`config.mk`:
```
export PLATFORM = sky130hd
export DESIGN_NAME = orsm_ctrl
export DESIGN_NICKNAME = d
export VERILOG_FILES = /design/src/orsm_pkg.sv /design/src/orsm_ctrl.sv
export SDC_FILE = /design/constraint.sdc
export NUM_CORES = 1
export LEC_CHECK = 0
export ABC_AREA = 1
export ABC_CLOCK_PERIOD_IN_PS = 980
export BUFFER_PORTS_ARGS = -buffer_cell sky130_fd_sc_hd__buf_2
export CAP_MARGIN = 10
export CORE_AREA = 2 2 39 41
export CTS_CLUSTER_SIZE = 40
export DETAILED_ROUTE_END_ITERATION = 10
export DIE_AREA = 0 0 41 43
export PLACE_DENSITY = 0.63
export RECOVER_POWER = 50
export REMOVE_ABC_BUFFERS = 1
export SYNTH_ARGS = -nofsm -noshare
export SYNTH_HDL_FRONTEND = slang
export SYNTH_SLANG_ARGS = --single-unit
```
`constraint.sdc`:
```
create_clock -name clock -period 0.98 [get_ports clock]
set_input_delay 0 -clock clock [delete_from_list [all_inputs] [get_ports clock]]
set_output_delay 0 -clock clock [all_outputs]
set_load 0.02 [all_outputs]
```
`src/orsm_pkg.sv`:
```
package orsm_pkg;

   // Default array limits
   localparam int DEF_MAX_WIDTH  = 1024;
   localparam int DEF_MAX_HEIGHT = 1024;

   // Field widths
   localparam int COORD_W = 10;
   localparam int DIM_W   = 11;
   localparam int ROW_W   = 1 + 2 * COORD_W;

   localparam logic [DIM_W-1:0] DIM_RESET = 11'd1024;

   // Register indexes
   localparam logic CSR_IMAGE_WIDTH  = 1'b0;
   localparam logic CSR_IMAGE_HEIGHT = 1'b1;

   typedef enum logic [1:0] {
      FUNC_ADD   = 2'd0,
      FUNC_CLOSE = 2'd1,
      FUNC_READ  = 2'd2,
      FUNC_START = 2'd3
   } func_type;

   typedef enum logic [2:0] {
      S_CLEAR,
      S_IDLE,
      S_FINAL,
      S_STEP,
      S_MARK_RD,
      S_MARK_WR,
      S_QUERY,
      S_REPLY
   } state_type;

   // Controller to datapath
   typedef struct packed {
      logic accept;
      logic clear_wr;
      logic step;
      logic load_final;
      logic mark_rd;
      logic mark_wr;
      logic query_rd;
      logic reply_load;
      logic close_done;
   } cmd_type;

   // Datapath to controller
   typedef struct packed {
      func_type op;
      logic     closed;
      logic     have_point;
      logic     far;
      logic     final_mark;
      logic     clear_last;
      logic     out_free;
   } status_type;

   // Register value saturated into 1..maxv
   function automatic logic [DIM_W-1:0] eff_dim(input logic [DIM_W-1:0] v, input int maxv);
      logic [DIM_W-1:0] r;
      if (v == '0) begin
         r = DIM_W'(1);
      end else if (int'(v) > maxv) begin
         r = DIM_W'(maxv);
      end else begin
         r = v;
      end
      return r;
   endfunction

   // Coordinate clamped to dimension minus one
   function automatic logic [COORD_W-1:0] clamp_coord(input logic [COORD_W-1:0] c,
                                                      input logic [DIM_W-1:0] dim);
      logic [DIM_W-1:0]   lim;
      logic [COORD_W-1:0] r;
      lim = dim - DIM_W'(1);
      if ({1'b0, c} > lim) begin
         r = lim[COORD_W-1:0];
      end else begin
         r = c;
      end
      return r;
   endfunction

   // One pixel toward the target
   function automatic logic [COORD_W-1:0] step_toward(input logic [COORD_W-1:0] from,
                                                      input logic [COORD_W-1:0] to);
      logic [COORD_W-1:0] r;
      if (to > from) begin
         r = from + COORD_W'(1);
      end else if (to < from) begin
         r = from - COORD_W'(1);
      end else begin
         r = from;
      end
      return r;
   endfunction

   // More than one pixel apart on this axis
   function automatic logic far_apart(input logic [COORD_W-1:0] a,
                                      input logic [COORD_W-1:0] b);
      return ({1'b0, b} > ({1'b0, a} + DIM_W'(1))) || ({1'b0, a} > ({1'b0, b} + DIM_W'(1)));
   endfunction

endpackage

```
`src/orsm_ctrl.sv`:
```
module orsm_ctrl (
   input  logic                clock,
   input  logic                reset,
   input  logic                req_valid,
   output logic                req_ready,
   input  orsm_pkg::status_type status,
   input  orsm_pkg::func_type  req_op,
   output orsm_pkg::cmd_type   cmd
);

   orsm_pkg::state_type state_ff, state_in;
   logic accept;

   assign req_ready = (state_ff == orsm_pkg::S_IDLE);
   assign accept    = req_valid && req_ready;

   always_ff @(posedge clock) begin
      if (reset) begin
         state_ff <= orsm_pkg::S_CLEAR;
      end else begin
         state_ff <= state_in;
      end
   end

   // Next state
   always_comb begin
      state_in = state_ff;
      unique case (state_ff)
         orsm_pkg::S_CLEAR: begin
            if (status.clear_last) state_in = orsm_pkg::S_IDLE;
         end
         orsm_pkg::S_IDLE: begin
            if (accept) begin
               unique case (req_op)
                  orsm_pkg::FUNC_ADD: begin
                     if (status.closed) state_in = orsm_pkg::S_IDLE;
                     else if (!status.have_point) state_in = orsm_pkg::S_FINAL;
                     else state_in = orsm_pkg::S_STEP;
                  end
                  orsm_pkg::FUNC_CLOSE: begin
                     if (!status.have_point || status.closed) state_in = orsm_pkg::S_IDLE;
                     else state_in = orsm_pkg::S_STEP;
                  end
                  orsm_pkg::FUNC_READ:  state_in = orsm_pkg::S_QUERY;
                  orsm_pkg::FUNC_START: state_in = orsm_pkg::S_CLEAR;
                  default:              state_in = orsm_pkg::S_IDLE;
               endcase
            end
         end
         orsm_pkg::S_FINAL:   state_in = orsm_pkg::S_MARK_RD;
         orsm_pkg::S_STEP: begin
            if (status.far) state_in = orsm_pkg::S_MARK_RD;
            else if (status.op == orsm_pkg::FUNC_CLOSE) state_in = orsm_pkg::S_IDLE;
            else state_in = orsm_pkg::S_MARK_RD;
         end
         orsm_pkg::S_MARK_RD: state_in = orsm_pkg::S_MARK_WR;
         orsm_pkg::S_MARK_WR: begin
            if (status.final_mark) state_in = orsm_pkg::S_IDLE;
            else state_in = orsm_pkg::S_STEP;
         end
         orsm_pkg::S_QUERY:   state_in = orsm_pkg::S_REPLY;
         orsm_pkg::S_REPLY: begin
            if (status.out_free) state_in = orsm_pkg::S_IDLE;
         end
         default: state_in = orsm_pkg::S_IDLE;
      endcase
   end

   // Commands
   always_comb begin
      cmd = '0;
      cmd.accept = accept;
      unique case (state_ff)
         orsm_pkg::S_CLEAR:   cmd.clear_wr = 1'b1;
         orsm_pkg::S_IDLE:    ;
         orsm_pkg::S_FINAL:   cmd.load_final = 1'b1;
         orsm_pkg::S_STEP: begin
            if (status.far) cmd.step = 1'b1;
            else if (status.op == orsm_pkg::FUNC_CLOSE) cmd.close_done = 1'b1;
            else cmd.load_final = 1'b1;
         end
         orsm_pkg::S_MARK_RD: cmd.mark_rd = 1'b1;
         orsm_pkg::S_MARK_WR: cmd.mark_wr = 1'b1;
         orsm_pkg::S_QUERY:   cmd.query_rd = 1'b1;
         orsm_pkg::S_REPLY:   cmd.reply_load = status.out_free;
         default:             ;
      endcase
   end

endmodule

```
==> metrics list <==
- Routed via count: 536
- Of all flip-flops after synthesis, the portion carrying an async set or reset was 0%.
- Leakage power of the design: 0.411 nW
- Root Driver: clkbuf_4
- Setup violations remaining at the end of the flow were counted as 13.
* Fillcell total: 138
* Number of DRC markers in iteration 0: 8
- Register name with the most flops: state_ff
- Final routed DRC violation total: 0
* Critical path's largest stage delay: 400 ps
- Across the whole layout, storage elements account for 68.8 sq um.
- Placement Rows: 14
- Largest registers: state_ff (3)
- Derived from the worst setup path, the maximum achievable clock frequency is 880 MHz.
- Cell taking the most area after synthesis: dfxtp_1
- Post-layout nets: 119
- Netlist Area Pre-Place: 370 sq um
- The floorplan step set the die height to 43 microns.
- Worst-path cell with the longest stage delay: dfxtp_4
- Antenna violations before repair: 0
- The most common cell in the synthesized netlist is nand2_1.
* Final Skew: 3.59 ps
- Max-Cap Viols: 0
- Buffers inserted during clock tree synthesis total 3.
* Largest cells by area after synthesis: dfxtp_1, nand2_1, nand3_1, inv_1, nor2_1
- Counting flops and latches in the post-synthesis netlist gives 3.
* Final critical-path share of the clock period: 116%
- Die W: 41 microns
- In the synthesized netlist the dominant register cell turns out to be dfxtp_1.
- In the routed layout, each cell is associated on average with a via count of 4.43.
* Critical path required time: 980 ps
- Setup slack on the critical path of the routed design comes to -157 ps.
* Clock latency on the worst-skew pair: 230 ps
- Clock-pin slew was measured on the worst setup and hold paths at 40 ps.
* Final hold violation count: 0
- The register with the most flip-flops in the layout has 3 of them.
* Area overhead of the layout relative to synthesis: 99.3%
- For the final routed database, the setup TNS stands at -1380 ps.
* Deepest clock path buffer count: 2
* Data arrival time of the critical path: 1140 ps
- The via count of the first global-routing pass came to 441.
* Power density over the cells: 954 nW/um^2
* Tightest Hold Check Type: in2reg
- Timing analysis after detailed placement gives a worst setup slack of -168 ps.
- After technology mapping, the gate count stands at 68.
- Detailed placement ended at an HPWL of 756 microns.
* Ranking of synthesized cells by instance count: nand2_1, inv_1, nor2_1
- The number of antenna diodes in the final layout is 0.
- After detailed routing, the average wire length per cell comes to 9.17 microns.
- Maximum number of pins on one net before global-route repair: 8
- Yosys mapped a number of flops with a built-in enable equal to 0.
- Share of the yosys chip area belonging to registers: 16.2%
* Largest vdd supply drop: 0.000476 V
* Portion of synthesized cell area occupied by the leading cell type: 16.2%
* TritonCTS clock tree: built
* Number of clock sinks seen by CTS: 3
- Final Wtd Congestion: 0.729
- The checks that failed: setup timing.
* CP bufs+invs: 2
* Detailed-route wire length: 1110 microns
- Largest driver fanout on the critical path: 7
- After floorplanning, the core was sized to cover 1380 sq um.
- On the critical path the largest part of the delay comes from flip-flops.
- The number of pins exceeding their max-slew limit in the final report was 0.
- First-pass GRT wire length: 1630 microns
- Port Buffers: 22
* Tmin final: 1140 ps
- Warnings, synthesis: 0
- In the global route stage, overall resource usage came out at 13.2%.
- CTS built an H-tree with a depth of 1.
- Pin placement for this block handled 23 I/O pins.
* CP startpoint kind: register
* Worst Tran Pin Value: 216 ps
- The die covers 1760 sq um.
* Outcome: finished with violations
* Congestion Overflow GR: 0
- Share of cells above drive strength 1: 61.0%
- Worst setup EP type: output port
* Initial standard-cell utilization of the core: 26.8%
* Total power after layout: 0.704 mW
* Syn avg cell area: 5.45 sq um
* Post-DRT Antenna Nets: 0
- The critical path goes through nand2_4 > buf_6 > nor3_2 > buf_4.
- Combined area of the multi-input logic cells: 300 sq um
- Router iterations before antenna repair: 4
- Setup repair after global routing missed its margin: yes
* Worst slew margin relative to its limit: 85.6%
- Worst Setup Path Type: reg2out
- The synthesized netlist contains 17 unique library cells.
-- tightest hold or removal path, stage by stage --
cell	delay, ps
buf_2	80
nand3b_4	120
nand2_1	50
nor2_1	80
-- layout make-up --
class | instances | share of cell area, %
tap | 16 | 2.71
multi-input combinational | 48 | 40.7
sequential | 3 | 9.32
timing repair buffer | 36 | 36.3
inverter | 14 | 7.46
clock buffer | 4 | 3.56
-- power breakdown --
group          internal [mW]  switching (mW)  total [mW]
Clock                  0.153          0.0677       0.221
Sequential             0.134          0.0233       0.157
Combinational          0.156           0.171       0.327
-- cell usage in the layout, fill, tap and decap left out, types with 3 or more instances in the layout --
master	instances
buf_2	14
buf_4	13
buf_6	8
clkbuf_4	3
inv_1	9
inv_2	4
nand2_1	12
nand2_2	3
nand3_1	6
nor2_1	7
nor2_2	3
nor2_4	4
-- final timing paths --
kind | start | endpoint | slack, ps | depth (start not counted)
hold / removal | status[1] | state_ff[0] | 130 | 4
setup / recovery | state_ff[1] | cmd[6] | -160 | 4
setup reg to reg | state_ff[0] | state_ff[0] | -130 | 7
hold reg to reg | state_ff[0] | state_ff[0] | 710 | 4
-- per-stage QoR --
| stage | cells | hold slack, ps | instance area (sq um) | util [%] |
|---|---|---|---|---|
| finish | 121 | 134 | 738 | 53.3 |
| CTS | 120 | 123 | 668 | 48.3 |
| detailed placement | 111 | 196 | 534 | 38.6 |
| global placement | 111 | 190 | 534 | 38.6 |
| global route | 121 | 148 | 738 | 53.3 |
| floorplan | 65 | 69.1 | 344 | - |
-- kinds of logic (layout without fill, tap and decap cells) --
family	count (synthesis)	in the layout	share of synthesized area, %
buffers and inverters	17	54	21.3
AO/OA/AOI/OAI	4	4	5.40
AND/OR/NAND/NOR	44	44	57.1
flip-flops	3	3	16.2
-- repair_timing --
item                                    CTS  global route
hold buffers                              1             0
endpoints found under the setup margin   13            13
buffers inserted                          4             1
resized for setup                        21            18
endpoints found under the hold margin     2             0
pin swaps                                 7             6
-- layer usage --
layer / part of all wire (%) / vias up / global-route usage (%)
met4: 0 / 0 / 4.00
met2: 55 / 11 / 21.9
met3: 3.9 / 0 / 4.71
met5: 0 / - / 0
li1: - / 285 / -
met1: 41 / 240 / 15.0
Power figures use the tool's default switching activity.
